[src/iscm_isqrt.sv]
// Iterative floor square root of a 32-bit value, one result bit per cycle.
// Depends on nothing but the clock and reset.
`timescale 1ns / 1ps
module iscm_isqrt (
   input  logic        clock,
   input  logic        reset,
   input  logic        start,
   input  logic [31:0] operand,
   output logic        done,
   output logic [15:0] root
);
   logic [31:0] rad_ff, rad_in;
   logic [18:0] rem_ff, rem_in;
   logic [15:0] root_ff, root_in;
   logic [3:0]  cnt_ff, cnt_in;
   logic        busy_ff, busy_in;
   logic        done_ff, done_in;
   logic [18:0] rem_next, trial;

   always_comb begin
      rad_in   = rad_ff;
      rem_in   = rem_ff;
      root_in  = root_ff;
      cnt_in   = cnt_ff;
      busy_in  = busy_ff;
      done_in  = 1'b0;
      rem_next = {rem_ff[16:0], rad_ff[31:30]};
      trial    = {1'b0, root_ff, 2'b01};
      if (start) begin
         rad_in  = operand;
         rem_in  = '0;
         root_in = '0;
         cnt_in  = '0;
         busy_in = 1'b1;
      end else if (busy_ff) begin
         rad_in = {rad_ff[29:0], 2'b00};
         if (rem_next >= trial) begin
            rem_in  = rem_next - trial;
            root_in = {root_ff[14:0], 1'b1};
         end else begin
            rem_in  = rem_next;
            root_in = {root_ff[14:0], 1'b0};
         end
         cnt_in = cnt_ff + 4'd1;
         if (cnt_ff == 4'd15) begin
            busy_in = 1'b0;
            done_in = 1'b1;
         end
      end
   end

   always_ff @(posedge clock) begin
      if (reset) begin
         busy_ff <= 1'b0;
         done_ff <= 1'b0;
      end else begin
         busy_ff <= busy_in;
         done_ff <= done_in;
      end
      rad_ff  <= rad_in;
      rem_ff  <= rem_in;
      root_ff <= root_in;
      cnt_ff  <= cnt_in;
   end

   assign done = done_ff;
   assign root = root_ff;
endmodule

[config.mk]
export PLATFORM = sky130hd
export DESIGN_NAME = iscm_isqrt
export DESIGN_NICKNAME = d
export VERILOG_FILES = /design/src/iscm_isqrt.sv
export SDC_FILE = /design/constraint.sdc
export NUM_CORES = 1
export LEC_CHECK = 0
export BUFFER_PORTS_ARGS = -buffer_cell sky130_fd_sc_hd__buf_4
export CORE_MARGIN = 4
export CORE_UTILIZATION = 44
export CTS_BUF_LIST = sky130_fd_sc_hd__clkbuf_2
export DETAILED_ROUTE_END_ITERATION = 8
export PLACE_DENSITY = 0.64
export SLEW_MARGIN = 15
export SYNTH_ARGS = -nofsm -noshare
export SYNTH_HDL_FRONTEND = slang
export SYNTH_SLANG_ARGS = --single-unit
[constraint.sdc]
create_clock -name clock -period 3.2 [get_ports clock]
set_clock_uncertainty 0.1 [all_clocks]
set_input_delay 0.16 -clock clock [delete_from_list [all_inputs] [get_ports clock]]
set_output_delay 0.16 -clock clock [all_outputs]
set_load 0.01 [all_outputs]
Word level (Yosys, flattened, before mapping)
Index checks and enable logic that the tools add are counted.
- register bits after elaboration: 71
- bits of input ports: 35
- word-level logic and storage cells: 21
- equal/unequal tests: 1
- bitwise operators: 1
- multiplexer cells: 8
- add/subtract/negate cells: 2
- reduce and logical (&&, ||, !) cells: 2
- magnitude comparators: 1
- operator list (operator ; count):
    2-to-1 mux 32 bit ; 2
    >= comparator 19 x 18 -> 1 bit ; 1
    2-to-1 mux 17 bit ; 1
    subtractor 17 bit ; 1
    2-to-1 mux 1 bit ; 5
    adder 4 x 1 -> 4 bit, second input constant ; 1
    equality test 4 bit, second input constant ; 1
    OR reduction 3 bit ; 1
    nonzero test 2 bit ; 1
    NOT 1 bit ; 1

Depth between registers and ports, before layout
- depth in word-level cells: 4
- depth in mapped cells: 10
- depth with buffers taken out: 8

Worst setup path after synthesis
No wires, ideal clock.
- kind: flip-flop to flip-flop
- start: reg root_ff[7], in the netlist root[7]
- end: reg rem_ff[16]
- path buffers: 1
- cell stages (with the launch flop): 10
- setup time: 0.130 ns
- slack: 0.808 ns
- arrival: 2.161 ns
- cell sequence: dfxtp_1 inv_1 ha_1 buf_4 a22o_1 nor4_1 a31oi_1 or4_1 o2111ai_1 a311oi_1
- cells in the longest elaborated chain, start to end: 2
- elaborated cells on any way between the ends: 3
- RTL lines (element ; RTL line ; source):
    from (decl) ; 14 ; logic [15:0] root_ff, root_in;
    from (signal assigned) ; 62 ; root_ff <= root_in;
    subtractor 17 bit / >= comparator 19 x 18 -> 1 bit (equally long branches) ; 38, 37 ;
    2-to-1 mux 17 bit (*) ; 37 ; if (rem_next >= trial) begin
    to (signal assigned) ; 61 ; rem_ff <= rem_in;
    to (decl) ; 13 ; logic [18:0] rem_ff, rem_in;
Mark *: on every way between the ends. The rest lies on a longest branch, timed or not.
A chain may end at the register's enable or synchronous reset.

Worst setup path in the final report
- start: reg root_ff[10], in the netlist root[10]
- end: reg rem_ff[13]
The elaborated chain is that of the path after synthesis.

==> flow_summary.json <==
{
  "syn_area_per_cell_um2": 10.59,
  "grt.total_usage": 0.1782,
  "cts_tree": "yes",
  "startpoint_type": "flip-flop",
  "critPathBufInv": 2,
  "antenna_found_initial": 0,
  "place_ws_ns": 0.5197,
  "gp_congestion": 0.8506,
  "cts_resized": 0,
  "fin_setup_tns_ns": 0,
  "p_leak_nw": 1.957,
  "clkPwrFrac": 0.179,
  "htreeDepth": 3,
  "die_h_um": 104.1,
  "setup_violations": 0,
  "cts_made_buffers": 9,
  "synthesis.nets": 438,
  "grt_pass1_wl_mm": 15.79,
  "final_common_cell": "buf_4",
  "ys_async_sr_fraction": 0,
  "first_pass_iters": 4,
  "io_buffers": 51,
  "critPathMaxStageDelay_ns": 0.45,
  "synth_ff_type": "dfxtp_1",
  "drt_wl_total_mm": 9.431,
  "hold_viol": 0,
  "fmax_mhz": 367.4,
  "cap_violations": 0,
  "reg2reg_slack_ns": 0.48,
  "clockRootBuffer": "clkbuf_2",
  "tightest_slew_ns": 0.5808,
  "path_cells": "inv_1 > ha_1 > nand3_2 > a211oi_1 > nor3_2 > a211oi_4 > buf_4 > nor4_1 > a311o_1",
  "grt_overflow_total": 0,
  "yosys_warnings": 0,
  "seqPwrFrac": 0.367,
  "layout-drive-gt1-share": 0.2489,
  "endpoint_kind": "flip-flop",
  "hold_path.class": "input port to flip-flop",
  "layout_common_cells": "56 x buf_4, 43 x nor2_1, 38 x dfxtp_1, 34 x dlygate4sd3_1, 32 x edfxtp_1",
  "core_um2": 8848,
  "slew_violations": 0,
  "crit_family": "compound AO/OA/AOI/OAI gates",
  "cts_setup_buffers": 0,
  "rsz0062_at_grt": "no",
  "synth_area_um2": 4066,
  "first_iter_violations": 186,
  "crit_type": "flip-flop to flip-flop",
  "min_period_ns": 2.722,
  "die_area_um2": 10840,
  "p_sw_frac": 0.4043,
  "grt_max_degree": 37,
  "cts_sinks": 71,
  "area_growth_pct": 20.83,
  "dpl.hpwl_mm": 6.347,
  "clk_pin_slew_worst_paths_ns": 0.21,
  "drcViolationCount": 0,
  "antennaDiodeCount": 0,
  "syn_inst": 384,
  "num_vias": 3240,
  "clk_latency_ns": 0.53,
  "power_density_nw_per_um2": 628.6,
  "finalWorstSetupSlack_ns": 0.4783,
  "synth-seq-cells": 71,
  "p_sw_mw": 1.249,
  "start_util": 0.4596,
  "ant_nets": 0,
  "synth_edf_count": 32,
  "dieWidth_um": 104.1,
  "yosysUniqueCellTypes": 64,
  "fin_crit_sh": 0.8505,
  "crit_required_ns": 3.53,
  "clockBufferDepth": 2,
  "io_pins": 52,
  "cp.arrival_ns": 3.05,
  "via_per_inst": 5.606,
  "status": "finished clean",
  "seq_area_frac_synth": 0.4283,
  "wl_per_cell_um": 16.32,
  "final_nets": 519,
  "relSlewSlack": 0.6128,
  "grt_pass1_vias": 3205,
  "worst-path-max-fanout": 16,
  "slowest_stage": "ha_1",
  "irDropWorstVdd_mv": 0.2915,
  "internal_power_mw": 1.840,
  "fp-row-count": 34,
  "combPwrFrac": 0.455
}
==> final cells by class <==
| class | count | area, um^2 |
|---|---|---|
| clock buffers | 9 | 45.04 |
| clock inverters | 7 | 78.83 |
| fillers | 780 | 3935 |
| inverters | 22 | 82.58 |
| multi-input cells | 271 | 2068 |
| flip-flops and latches | 71 | 1743 |
| well taps | 108 | 135.1 |
| repair buffers | 90 | 760.7 |
==> timing repair <==
item,in CTS,in global routing
setup endpoints to repair,0,0
hold buffers,34,0
endpoints found under the hold margin,44,0
==> final timing paths <==
kind,start,end,cells past startpoint
worst min register to register,rem_ff[14]$_SDFFE_PP0P_,rem_ff[16]$_SDFFE_PP0P_,2
worst min-delay path,reset,busy_ff$_SDFF_PP0_,3
worst max-delay path,root[10]$_SDFFE_PP0P_,rem_ff[13]$_SDFFE_PP0P_,9
worst max register to register,root[10]$_SDFFE_PP0P_,rem_ff[13]$_SDFFE_PP0P_,9
==> cells in the mapped netlist, drive strengths merged, types with 2 or more instances <==
library cell  number  area [um^2]
nand4              2        12.51
a21o               7        53.80
nand3             14        75.07
clkbuf            15        136.4
a21oi              9        45.04
buf                5        37.54
a211oi             5        50.05
o211ai             7        57.55
nor2              43        161.4
ha                19        237.7
mux2i             19        190.2
o21ai             12        63.81
nor2b              2        12.51
edfxtp            32        960.9
xnor2              6        52.55
nand2b             3        18.77
dfxtp             39        780.8
and3               3        18.77
a311o              3        30.03
nor3b              2        15.01
a31oi              4        25.02
a21boi             2        15.02
nand3b             3        22.52
and2               2        12.51
nand2             17        66.32
a311oi            10        100.1
nor3               5        30.03
o21a               6        45.04
or3                3        18.77
xor2               7        61.31
o311a              3        30.03
mux2              30        337.8
nor4               5        31.28
inv               21        78.83
o2111ai            3        26.28
==> kinds of logic after synthesis <==
kind of cell / count (synthesis) / share of synthesized area
buffers and inverters: 42 / 0.06308
XOR/XNOR: 13 / 0.02800
AND/OR/NAND/NOR: 107 / 0.1280
adder cells (fa/ha/maj): 19 / 0.05846
AO/OA/AOI/OAI: 83 / 0.1643
flip-flops: 71 / 0.4283
multiplexers: 49 / 0.1298
==> per-stage QoR <==
step / std cells / power [mW] / cell area, um^2 / utilization / hold WS, ns
floorplan: 384 / 2.250 / 4066 / - / 0.1324
global placement: 528 / 2.496 / 4449 / 0.5028 / 0.2220
detailed placement: 528 / 2.508 / 4449 / 0.5028 / 0.2243
CTS: 578 / 3.098 / 4913 / 0.5553 / 0.1714
global route: 578 / 3.304 / 4913 / 0.5553 / 0.1536
finish: 578 / 3.089 / 4913 / 0.5553 / 0.2139
==> worst min-delay path: stages <==
cell and delay [ns]:
dlygate4sd3_1 0.52, buf_4 0.10, nor2_1 0.03
==> power by group through the flow <==
stage / Clock [mW] / Combinational [mW] / Sequential, mW
after floorplan: 0 / 1.13 / 1.12
after global placement: 0 / 1.35 / 1.15
after detailed placement: 0 / 1.36 / 1.15
after CTS: 0.569 / 1.40 / 1.13
after global routing: 0.613 / 1.55 / 1.14
final: 0.553 / 1.40 / 1.13
==> routing by layer <==
layer | wire length [um] | track usage
met1 | 4180 | 0.2167
met2 | 4568 | 0.3069
met3 | 491 | 0.04407
met4 | 191 | 0.06173
met5 | 0 | 0
==> registers in the layout (all words and copies together) (netlist names) <==
signal,cells
cnt_ff,4
rad_ff,32
done,1
busy_ff,1
rem_ff,17
root,16
(Power assumes the default switching activity.)
