--- src/iscm_pkg.sv ---
// Shared constants, register indexes and sequencer state type for the
// impact step cadence meter. No dependencies.
`timescale 1ns / 1ps
package iscm_pkg;

   localparam int RING_DEPTH = 16;
   localparam int RING_AW    = $clog2(RING_DEPTH);
   localparam int FILL_W     = $clog2(RING_DEPTH + 1);
   localparam int SPM_SCALE  = 60000;
   localparam int NUM_W      = $clog2((RING_DEPTH - 1) * SPM_SCALE + 1);
   localparam int CSR_IDX_W  = 3;
   localparam int CSR_DATA_W = 16;

   localparam logic [10:0] CADENCE_MAX   = 11'd2047;
   localparam logic [31:0] BASELINE_INIT = 32'd1000 << 16;

   localparam logic [CSR_IDX_W-1:0] REG_THRESHOLD = 3'd0;
   localparam logic [CSR_IDX_W-1:0] REG_RELEASE   = 3'd1;
   localparam logic [CSR_IDX_W-1:0] REG_ALPHA     = 3'd2;
   localparam logic [CSR_IDX_W-1:0] REG_MIN_STEP  = 3'd3;
   localparam logic [CSR_IDX_W-1:0] REG_WINDOW    = 3'd4;
   localparam logic [CSR_IDX_W-1:0] REG_STALE     = 3'd5;
   localparam logic [CSR_IDX_W-1:0] REG_SETTLE    = 3'd6;

   localparam logic CMD_SAMPLE = 1'b0;
   localparam logic CMD_CLEAR  = 1'b1;

   typedef enum logic [10:0] {
      ST_IDLE  = 11'b000_0000_0001,
      ST_SQ    = 11'b000_0000_0010,
      ST_ROOT  = 11'b000_0000_0100,
      ST_BMUL  = 11'b000_0000_1000,
      ST_BUPD  = 11'b000_0001_0000,
      ST_SADDR = 11'b000_0010_0000,
      ST_SDATA = 11'b000_0100_0000,
      ST_EVAL  = 11'b000_1000_0000,
      ST_NMUL  = 11'b001_0000_0000,
      ST_DIV   = 11'b010_0000_0000,
      ST_FIN   = 11'b100_0000_0000
   } state_type;

endpackage

--- src/iscm_div.sv ---
// Restoring divider for the step rate, one quotient bit per cycle.
// Depends on iscm_pkg for the numerator width.
`timescale 1ns / 1ps
module iscm_div
   import iscm_pkg::*;
(
   input  logic             clock,
   input  logic             reset,
   input  logic             start,
   input  logic [NUM_W-1:0] numer,
   input  logic [15:0]      denom,
   output logic             done,
   output logic [NUM_W-1:0] quot
);
   localparam int CNT_W = $clog2(NUM_W);
   localparam logic [CNT_W-1:0] LAST = CNT_W'(NUM_W - 1);

   logic [NUM_W-1:0] num_ff, num_in;
   logic [15:0]      den_ff, den_in;
   logic [16:0]      rem_ff, rem_in;
   logic [CNT_W-1:0] cnt_ff, cnt_in;
   logic             busy_ff, busy_in;
   logic             done_ff, done_in;
   logic [16:0]      rem_next;

   always_comb begin
      num_in   = num_ff;
      den_in   = den_ff;
      rem_in   = rem_ff;
      cnt_in   = cnt_ff;
      busy_in  = busy_ff;
      done_in  = 1'b0;
      rem_next = {rem_ff[15:0], num_ff[NUM_W-1]};
      if (start) begin
         num_in  = numer;
         den_in  = denom;
         rem_in  = '0;
         cnt_in  = '0;
         busy_in = 1'b1;
      end else if (busy_ff) begin
         // The quotient bits shift in behind the numerator bits.
         if (rem_next >= {1'b0, den_ff}) begin
            rem_in = rem_next - {1'b0, den_ff};
            num_in = {num_ff[NUM_W-2:0], 1'b1};
         end else begin
            rem_in = rem_next;
            num_in = {num_ff[NUM_W-2:0], 1'b0};
         end
         cnt_in = cnt_ff + 1'b1;
         if (cnt_ff == LAST) begin
            busy_in = 1'b0;
            done_in = 1'b1;
         end
      end
   end

   always_ff @(posedge clock) begin
      if (reset) begin
         busy_ff <= 1'b0;
         done_ff <= 1'b0;
      end else begin
         busy_ff <= busy_in;
         done_ff <= done_in;
      end
      num_ff <= num_in;
      den_ff <= den_in;
      rem_ff <= rem_in;
      cnt_ff <= cnt_in;
   end

   assign done = done_ff;
   assign quot = num_ff;
endmodule

--- config.mk ---
export PLATFORM = sky130hd
export DESIGN_NAME = iscm_div
export DESIGN_NICKNAME = d
export VERILOG_FILES = /design/src/iscm_pkg.sv /design/src/iscm_div.sv
export SDC_FILE = /design/constraint.sdc
export NUM_CORES = 1
export LEC_CHECK = 0
export BUFFER_PORTS_ARGS = -buffer_cell sky130_fd_sc_hd__buf_2
export CAP_MARGIN = 25
export CORE_MARGIN = 2
export CORE_UTILIZATION = 55
export DETAILED_ROUTE_END_ITERATION = 8
export GPL_TIMING_DRIVEN = 0
export PLACE_DENSITY = 0.8
export SLEW_MARGIN = 25
export SYNTH_ARGS = -nofsm -noshare
export SYNTH_HDL_FRONTEND = slang
export SYNTH_SLANG_ARGS = --single-unit
--- constraint.sdc ---
create_clock -name clock -period 3.23 [get_ports clock]
set_clock_uncertainty 0.2 [all_clocks]
set_input_delay 0.323 -clock clock [delete_from_list [all_inputs] [get_ports clock]]
set_output_delay 0.323 -clock clock [all_outputs]
set_load 0.02 [all_outputs]
# After elaboration in Yosys (flattened, before gate mapping)
# Cells that the tools add are included.
[word_totals] regBits=59 latch_bits=0 mem_bits_rw=0 mem_bits_ro=0 memories=0
[op_classes] addsub=2 mul=0 n_div=0 magnitude_cmp=1 eq_ne=1 n_shift=0 mux=8 bitwise_logic=1 reduce_logical=2
[ops] operator="2-to-1 mux 20 bit" count=2
[ops] operator="greater-or-equal comparator 17 x 16 -> 1 bit" count=1
[ops] operator="2-to-1 mux 16 bit" count=1
[ops] operator="subtractor 16 bit" count=1
[ops] operator="adder 5 x 1 -> 5 bit (second input constant)" count=1
[ops] operator="equality test 5 bit (second input constant)" count=1
[ops] operator="2-to-1 mux 1 bit" count=5
[ops] operator="OR reduction 3 bit" count=1
[ops] operator="nonzero test 2 bit" count=1
[ops] operator="inverter 1 bit" count=1

# Depth between registers and ports, before layout
# Gate-level depths: netlist of run 1.
[logic_depth] ltp_word=4 mapped_depth=11 ltp_nobuf=10

# Least setup slack after synthesis of run 1
# Ideal clock, no wire load.
[synth_timing] kind="register to register" startpoint="reg den_ff[14]" endpoint="reg rem_ff[10]" arrival_ns=2.278 required_ns=2.890 path_slack_ns=0.612 stages_incl_launch_ff=11 path_buffers=1 period_less_slack_ns=2.618 path_cell_list="edfxtp_1 > inv_1 > ha_1 > a21o_1 > a211o_1 > or3_1 > a211o_1 > nand2_2 > buf_6 > mux2i_1 > a211oi_1"
[synth_via] elab_chain_cells=2
[synth_lines] element="start, declared" line="iscm_div.sv:19" text="logic [15:0] den_ff, den_in;"
[synth_lines] element="start signal, assigned" line="iscm_div.sv:66" text="den_ff <= den_in;"
[synth_lines] element="greater-or-equal comparator 17 x 16 -> 1 bit" line="iscm_div.sv:42" text="if (rem_next >= {1'b0, den_ff}) begin"
[synth_lines] element="2-to-1 mux 16 bit" line="iscm_div.sv:42"
[synth_lines] element="end signal, assigned" line="iscm_div.sv:67" text="rem_ff <= rem_in;"
[synth_lines] element="end, declared" line="iscm_div.sv:20" text="logic [16:0] rem_ff, rem_in;"
# No other way between the ends.
# A chain may end at the register's enable or synchronous reset.

# Worst setup path in the final report of run 1
# Ends and elaborated chain as after synthesis.

==> impl_metrics.ini, run 1 <==
[run_status]
status = completed

[placed_design]
portBuffers = 59
dp.final_hpwl_um = 4811
dp_slack_ps = 305.7
gp_congestion = 0.8849

[synthesis]
synthArstFlopShare_pct = 0
syn_area_um2 = 3074
synth.distinct_cells = 41
syn_inst = 285
synth-seq-cells = 59
synth_edf_count = 36
syn_area_per_cell_um2 = 10.79
synth_seq_area_share_pct = 50.14
ys.flop_type = edfxtp_1
synth_fp_nets = 342
synth_warnings = 0

[worst_setup_path]
path_cells = inv_1 -> ha_1 -> a21o_1 -> a211o_1 -> or3_1 -> a211o_1 -> nand2_2 -> buf_6 -> mux2i_1 -> a211oi_1
cp.buffers_inverters = 2
r2r_slack_ps = 260
critical_path.max_fanout = 10
crit_type = reg2reg
endpoint = rem_ff[10]$_SDFFE_PP0P_
worst_r2r_path_depth = 10
r2r_start = den_ff[14]$_DFFE_PP_
cp_data_arrival_time_ps = 2960
path_depth = 10
required_ps = 3220
cp-startpoint = den_ff[14]$_DFFE_PP_
crit_path_end_kind = flop
timing.rr.end = rem_ff[10]$_SDFFE_PP0P_
critPathLaunchType = flop
slowest_delay_ps = 370
critPathSlowestCell = or3_1
critPathTopFamily = compound AO/OA/AOI/OAI gates
cpMostUsedCell = a211o_1

[global_route]
grt_max_degree = 21
grt-ovfl-total = 0
grt.total_usage_pct = 23.67
grt_pass1_wl_um = 11070
grt_pass1_vias = 2347
antenna_found_initial = 0

[finish]
nets = 429
drive_gt1_share_pct = 25.73
syn2layout_area_growth_pct = 24.71
num-fill-cells = 401
antenna-diode-count = 0

[timing]
slew_headroom_pct = 49.89
worst_slew_pin_slew_ps = 750.8
fmaxAchievable_ghz = 0.3369
fin_crit_ps = 2968
post-route-period-util_pct = 91.90
tns_ps = 0
finalHoldViolCount = 0
setup_viol = 0
rsz0062_at_grt = false
maxSlewViolCount = 0
setup_ws_ps = 261.6

[route]
ant_nets = 0
drtPass1Iterations = 4
drt_iter0_markers = 190
via_per_inst = 5.403
drc = 0
num_vias = 2426
drt-total-wl_um = 6884
post_drt_wl_per_cell_um = 15.33

[die]
die_h_um = 78.76
start_util_pct = 56.52
core-area_um2 = 5439
rows = 27
die-area_um2 = 6203
num_io_pins = 60
die_x_um = 78.76

[clock_network]
root_buffer = clkbuf_8
numCtsBuffers = 9
clock_latency_ps = 340
cts_tree = done
clock_path_buffers = 2
ctsHtreeMaxLevel = 3
post_cts_buffers = 0
cts.sinks = 59
cts.clk_slew.worst_paths_ps = 70
cts_resized = 0

[run]
max_cap_viol_count = 0

[power_and_ir_drop]
ir_worst_vdd_v = 0.0003786
total_power_uw = 1911
power_density_nw_per_um2 = 498.5
leakage_uw = 0.001663

[min_path]
holdCritPathClass = in2reg
[state kept, by name (all words and copies together), names as in the netlist]
signal	cells
busy_ff	1
done	1
cnt_ff	5
rem_ff	16
quot	20
den_ff	16
[stage by stage]
stage	hold slack [ps]	instances	area, um2	util [%]
6_report	87.81	449	3834	70.49
5_1_grt	66.19	449	3834	70.49
4_1_cts	69.70	449	3834	70.49
3_5_place_dp	271.2	416	3460	63.61
3_3_place_gp	263.9	416	3460	63.61
2_1_floorplan	195.4	285	3074	-
[cell families after synthesis]
logic type,after synthesis,share of synthesized area [%]
and+or+nand+nor,73,10.91
AOI/OAI and AO/OA,62,13.47
DFF,59,50.14
buffers and inverters,31,4.070
muxes,27,9.565
adders and majority gates,18,7.570
xor gates and xnor gates,15,4.274
[per-layer routing]
layer  vias up  part of all wire (%)  track usage [%]
li1       1218                     -                -
met1      1118                    44            29.50
met2        81                    47            37.95
met3         9                   6.9            7.614
met4         0                   1.2            10.18
met5         -                     0                0
[synth_stat cells, types with 3 or more instances]
cell type | number | area (um2)
o311ai_0 | 4 | 35.03
a211oi_1 | 6 | 45.04
inv_1 | 20 | 75.07
nor2_1 | 22 | 82.58
edfxtp_1 | 36 | 1081
mux2i_1 | 8 | 80.08
a21o_1 | 3 | 22.52
mux2_2 | 19 | 214.0
o31a_1 | 3 | 26.28
nand3_1 | 15 | 75.07
xor2_1 | 9 | 78.83
o21ai_0 | 12 | 60.06
nand2_1 | 17 | 63.81
dfxtp_1 | 23 | 460.4
nor3_1 | 4 | 20.02
a21oi_1 | 16 | 80.08
a32oi_1 | 4 | 35.03
ha_1 | 17 | 212.7
clkbuf_1 | 8 | 30.03
xnor2_1 | 6 | 52.55
nand2b_1 | 3 | 18.77
nand4_1 | 3 | 18.77
[worst min-delay path by stage]
| stage | cells past startpoint | slack [ps] | to | start |
|---|---|---|---|---|
| final | 2 | 90 | quot[2]$_DFFE_PP_ | numer[2] |
| after floorplan | 1 | 200 | busy_ff$_SDFF_PP0_ | reset |
| after global placement | 2 | 260 | rem_ff[15]$_SDFFE_PP0P_ | rem_ff[15]$_SDFFE_PP0P_ |
| after global routing | 2 | 70 | quot[2]$_DFFE_PP_ | numer[2] |
| after CTS | 2 | 70 | quot[10]$_DFFE_PP_ | numer[10] |
| after detailed placement | 2 | 270 | rem_ff[15]$_SDFFE_PP0P_ | rem_ff[15]$_SDFFE_PP0P_ |
[final cells by class]
cell class / instances / area, um2 / share of cell area [%]
buffer: 11 / 50.05 / 1.305
clock buffer: 12 / 155.1 / 4.047
clock inverter: 4 / 48.80 / 1.273
inverter: 20 / 75.07 / 1.958
multi-input combinational: 195 / 1408 / 36.72
sequential: 59 / 1541 / 40.21
tap: 72 / 90.09 / 2.350
timing repair buffer: 76 / 465.4 / 12.14
[placed cells by master (no fill, tap or decap), drive strengths merged, types with 17 or more instances in the layout]
master / synthesis / layout
buf: 3 / 62
clkbuf: 8 / 20
dfxtp: 23 / 23
dlygate4sd3: 0 / 17
edfxtp: 36 / 36
ha: 17 / 17
inv: 20 / 20
mux2: 19 / 19
nand2: 18 / 18
nor2: 22 / 22
[power breakdown]
| part | switching, uW | internal (uW) | leakage, uW |
|---|---|---|---|
| registers | 28.5 | 862 | 0.000545 |
| clock network | 296 | 397 | 0.000106 |
| logic | 184 | 143 | 0.00101 |
[timing repair]
action                                  4_1_cts  5_1_grt
endpoints found under the setup margin        0        0
endpoints found under the hold margin        18        0
hold buffers                                 17        0
(Power assumes the default switching activity.)
==> inputs of run 2 (changes only) <==
==> constraint.sdc (replaced) <==
create_clock -name clock -period 3.23 [get_ports clock]
set_clock_uncertainty 0.2 [all_clocks]
set_input_delay 0.646 -clock clock [delete_from_list [all_inputs] [get_ports clock]]
set_output_delay 0.646 -clock clock [all_outputs]
set_load 0.02 [all_outputs]
==> run 2 against run 1 <==
Compared with the run above:
- maximum frequency is 0.63% higher
- first-iteration DRC count is 46% lower
- highest routed layer unchanged
- sequential cell count stayed put
- final cell count is 3.8% lower
- clock power hardly changed
==> impl_metrics.ini, run 2 (synthesis results as in run 1) <==
[die]
rows = 27
start_util_pct = 56.52
die-area_um2 = 6203
die_x_um = 78.76
num_io_pins = 60
die_h_um = 78.76
core-area_um2 = 5439

[power_and_ir_drop]
total_power_uw = 1892
power_density_nw_per_um2 = 516.3
power.internal_uw = 1389
p_clk_share_pct = 36.5
power_frac_seq_pct = 47.1
ir_worst_vdd_v = 0.0003377
p_sw_share_pct = 26.57
p_comb_share_pct = 16.4
leakage_uw = 0.001592
p_switching_uw = 502.5

[clock_network]
clock_path_buffers = 2
root_buffer = clkbuf_8
ctsHoldBuffers = 0
numCtsBuffers = 9
cts.clk_slew.worst_paths_ps = 70
cts_tree = done
ctsHtreeMaxLevel = 3
post_cts_buffers = 0
cts_resized = 0
cts.sinks = 59
clock_latency_ps = 340

[timing]
finalHoldViolCount = 0
slew_headroom_pct = 49.98
worst_slew_pin_slew_ps = 749.5
maxSlewViolCount = 0
rsz0062_at_grt = false
post-route-period-util_pct = 91.33
fin_crit_ps = 2950
tns_ps = 0
fmaxAchievable_ghz = 0.3390
setup_viol = 0

[worst_setup_path]
critical_path.max_fanout = 10
crit_path_end_kind = flop
crit_type = reg2reg
cp_data_arrival_time_ps = 2940
critPathLaunchType = flop
required_ps = 3220

[run_status]
status = completed

[global_route]
grt-ovfl-total = 0
grt_pass1_vias = 2310
grt.total_usage_pct = 22.99
grt_pass1_wl_um = 10720
grt_max_degree = 21
antenna_found_initial = 0

[finish]
drive_gt1_share_pct = 26.94
nets = 412
layout_commonest_cell = buf_2
syn2layout_area_growth_pct = 19.17
final_cell_mix = buf_2 (60), edfxtp_1 (36), dfxtp_1 (23), nor2_1 (22), inv_1 (20)
largest_reg_flops = 20
antenna-diode-count = 0

[route]
ant_nets = 0
post_drt_wl_per_cell_um = 15.34
num_vias = 2362
drt_iter0_markers = 103
drt-total-wl_um = 6625
drc = 0
via_per_inst = 5.468
drtPass1Iterations = 4

[placed_design]
gp_congestion = 0.8849
dp.final_hpwl_um = 4811
portBuffers = 59

[min_path]
holdCritPathClass = in2reg

[run]
max_cap_viol_count = 0
-- run 2: cell types whose count changed in the layout (fill, tap and decap cells not counted), sizes merged --
cell	delta
dlygate4sd3	-17
-- run 2: power groups by stage --
stage / sequential, uW / clock [uW] / combinational [uW]
finish: 891 / 691 / 310
global route: 898 / 731 / 340
CTS: 891 / 702 / 309
detailed placement: 906 / 0 / 307
global placement: 904 / 0 / 300
floorplan: 934 / 0 / 182
-- run 2: layout make-up --
type,instances,area [um2]
inverters,20,75.07
clock buffers,12,155.1
plain buffers,11,50.05
well taps,72,90.09
clock inverters,4,48.80
fillers,425,1775
flip-flops and latches,59,1541
repair buffers,59,295.3
multi-input cells,195,1408
-- run 2: path summary, 6_finish.rpt --
kind / from / end / slack, ps / depth (start not counted)
worst max register to register: den_ff[14]$_DFFE_PP_ / rem_ff[10]$_SDFFE_PP0P_ / 280 / 10
worst max-delay path: den_ff[14]$_DFFE_PP_ / rem_ff[10]$_SDFFE_PP0P_ / 280 / 10
worst min-delay path: reset / busy_ff$_SDFF_PP0_ / 270 / 2
worst min register to register: rem_ff[2]$_SDFFE_PP0P_ / rem_ff[2]$_SDFFE_PP0P_ / 290 / 2
-- run 2: critical path, stage by stage (launching register included) --
cell and delay (ps):
edfxtp_1 320, inv_1 40, ha_1 350, a21o_1 200, a211o_1 310, or3_1 370
a211o_1 320, nand2_2 150, buf_6 180, mux2i_1 260, a211oi_1 110
-- run 2: through the flow --
step | utilization (%) | area (um2) | setup WS [ps] | hold slack, ps | instances
6_report | 67.36 | 3664 | 280.1 | 266.6 | 432
5_1_grt | 67.36 | 3664 | 126.6 | 251.6 | 432
4_1_cts | 67.36 | 3664 | 288.6 | 253.7 | 432
3_5_place_dp | 63.61 | 3460 | 210.3 | 271.2 | 416
3_3_place_gp | 63.61 | 3460 | 256.8 | 263.9 | 416
2_1_floorplan | - | 3074 | 611.9 | 237.3 | 285
-- run 2: layer usage --
layer  track usage, %  vias to the layer above  share of wire (%)
met5                0                        -                  0
met4            11.93                        0                1.6
met3            7.614                       12                6.4
met2            35.81                       76                 48
met1            28.55                     1091                 44
li1                 -                     1183                  -
==> inputs of run 3 (changes only) <==
CORE_UTILIZATION = 35   (was 55)
PLACE_DENSITY = unset   (was 0.8)
==> run 3 against run 2 <==
Compared with the run above:
- clock power increased by 11%
- worst hold slack is essentially flat
- sequential power hardly changed
- register-to-register slack improved by 50 ps
- highest routed layer unchanged
==> impl_metrics.ini, run 3 (synthesis results as in run 1) <==
[placed_design]
place_inst = 452
dp.final_hpwl_um = 4860
post_dp_cell_area_um2 = 3505
portBuffers = 59
gp_congestion = 0.8549

[finish]
num-fill-cells = 835
final_area_um2 = 3729
final_cell_mix = buf_2 (60), edfxtp_1 (36), dfxtp_1 (23), nor2_1 (22), inv_1 (20)
layout_commonest_cell = buf_2
antenna-diode-count = 0
syn2layout_area_growth_pct = 21.29
drive_gt1_share_pct = 27.22
largest_reg_flops = 20
nets = 412
final_cells = 468

[worst_setup_path]
cp.buffers_inverters = 2
cpMostUsedCell = a211o_1
critPathTopFamily = compound AO/OA/AOI/OAI gates
crit_type = reg2reg
critPathLaunchType = flop
critical_path.max_fanout = 10
cp_data_arrival_time_ps = 2910
path_cells = inv_1 -> ha_1 -> a21o_1 -> a211o_1 -> or3_1 -> a211o_1 -> nand2_2 -> buf_6 -> mux2i_1 -> a211oi_1
critPathSlowestCell = or3_1
crit_path_end_kind = flop
required_ps = 3240
slowest_delay_ps = 370

[global_route]
grt_pass1_wl_um = 11120
grt-ovfl-total = 0
grt_pass1_vias = 2428
grt_max_degree = 21
grt.total_usage_pct = 14.64
antenna_found_initial = 0

[route]
num_vias = 2328
post_drt_wl_per_cell_um = 14.28
via_per_inst = 4.974
drt_iter0_markers = 104
drc = 0
drtPass1Iterations = 4
ant_nets = 0
drt-total-wl_um = 6681

[clock_network]
clock_path_buffers = 2
numCtsBuffers = 9
cts_tree = done
ctsHtreeMaxLevel = 3
cts.clk_slew.worst_paths_ps = 80
ctsHoldBuffers = 0
root_buffer = clkbuf_8
cts.sinks = 59
post_cts_buffers = 0
cts_resized = 0
clock_latency_ps = 350

[timing]
fin_crit_ps = 2903
worst_slew_pin_slew_ps = 799.5
tns_ps = 0
whs_ps = 266.9
post-route-period-util_pct = 89.88
finalHoldViolCount = 0
fmaxAchievable_ghz = 0.3444
setup_viol = 0
maxSlewViolCount = 0
rsz0062_at_grt = false
slew_headroom_pct = 46.64

[die]
start_util_pct = 35.60
die_h_um = 97.72
die_x_um = 97.72
core-area_um2 = 8636
die-area_um2 = 9549
num_io_pins = 60
rows = 34

[run_status]
status = completed

[power_and_ir_drop]
power_density_nw_per_um2 = 526.3
total_power_uw = 1962
ir_worst_vdd_v = 0.0003095
leakage_uw = 0.001588

[min_path]
holdCritPathClass = in2reg

[run]
max_cap_viol_count = 0
[run 3: cell count changes in the layout (fill, tap and decap cells not counted), sizes merged]
cell and change:
clkbuf -3, clkinvlp +3, clkinv -2, bufinv +1, inv +1
[run 3: metal layers]
layer | vias to the layer above | routed length, um | track usage (%) | part of all wire [%]
li1 | 1187 | - | - | -
met1 | 1061 | 3145 | 18.58 | 47
met2 | 72 | 3000 | 23.02 | 45
met3 | 8 | 445 | 5.036 | 6.7
met4 | 0 | 90 | 5.769 | 1.3
met5 | - | 0 | 0 | 0
[run 3: path summary, 6_finish.rpt]
check / startpoint / endpoint / slack [ps] / depth (start not counted)
setup / recovery: den_ff[14]$_DFFE_PP_ / rem_ff[10]$_SDFFE_PP0P_ / 330 / 10
hold / removal: reset / busy_ff$_SDFF_PP0_ / 270 / 2
setup reg to reg: den_ff[14]$_DFFE_PP_ / rem_ff[10]$_SDFFE_PP0P_ / 330 / 10
hold reg to reg: rem_ff[15]$_SDFFE_PP0P_ / rem_ff[15]$_SDFFE_PP0P_ / 290 / 2
[run 3: worst register-to-register path: cells and delay by family (launching register included)]
kind            cells  cell delay (ps)
flops               1              320
buf+inv             2              220
compound gates      4              930
simple gates        2              510
mux                 1              250
fa+ha+maj           1              340
[run 3: report_power, final]
| group | leakage [uW] | internal [uW] | total, uW | switching, uW |
|---|---|---|---|---|
| clock | 0.000102 | 438 | 764 | 326 |
| combinational | 0.000941 | 129 | 308 | 179 |
| sequential | 0.000545 | 862 | 890 | 27.8 |
| total | 0.00159 | 1430 | 1960 | 533 |
[run 3: final cells by class]
class | instances | area, um2 | area share, %
plain buffers | 11 | 50.05 | 1.342
clock buffers | 9 | 123.9 | 3.322
clock inverters | 7 | 100.1 | 2.685
inverters | 20 | 75.07 | 2.013
multi-input cells | 195 | 1408 | 37.75
flip-flops and latches | 59 | 1541 | 41.34
well taps | 108 | 135.1 | 3.624
repair buffers | 59 | 295.3 | 7.919
[run 3: metrics by stage]
stage,worst slack (ps),utilization [%]
2_1_floorplan,611.9,-
5_1_grt,152.5,43.18
4_1_cts,303.6,43.18
3_3_place_gp,47.41,40.58
3_5_place_dp,27.72,40.58
6_report,326.8,43.18
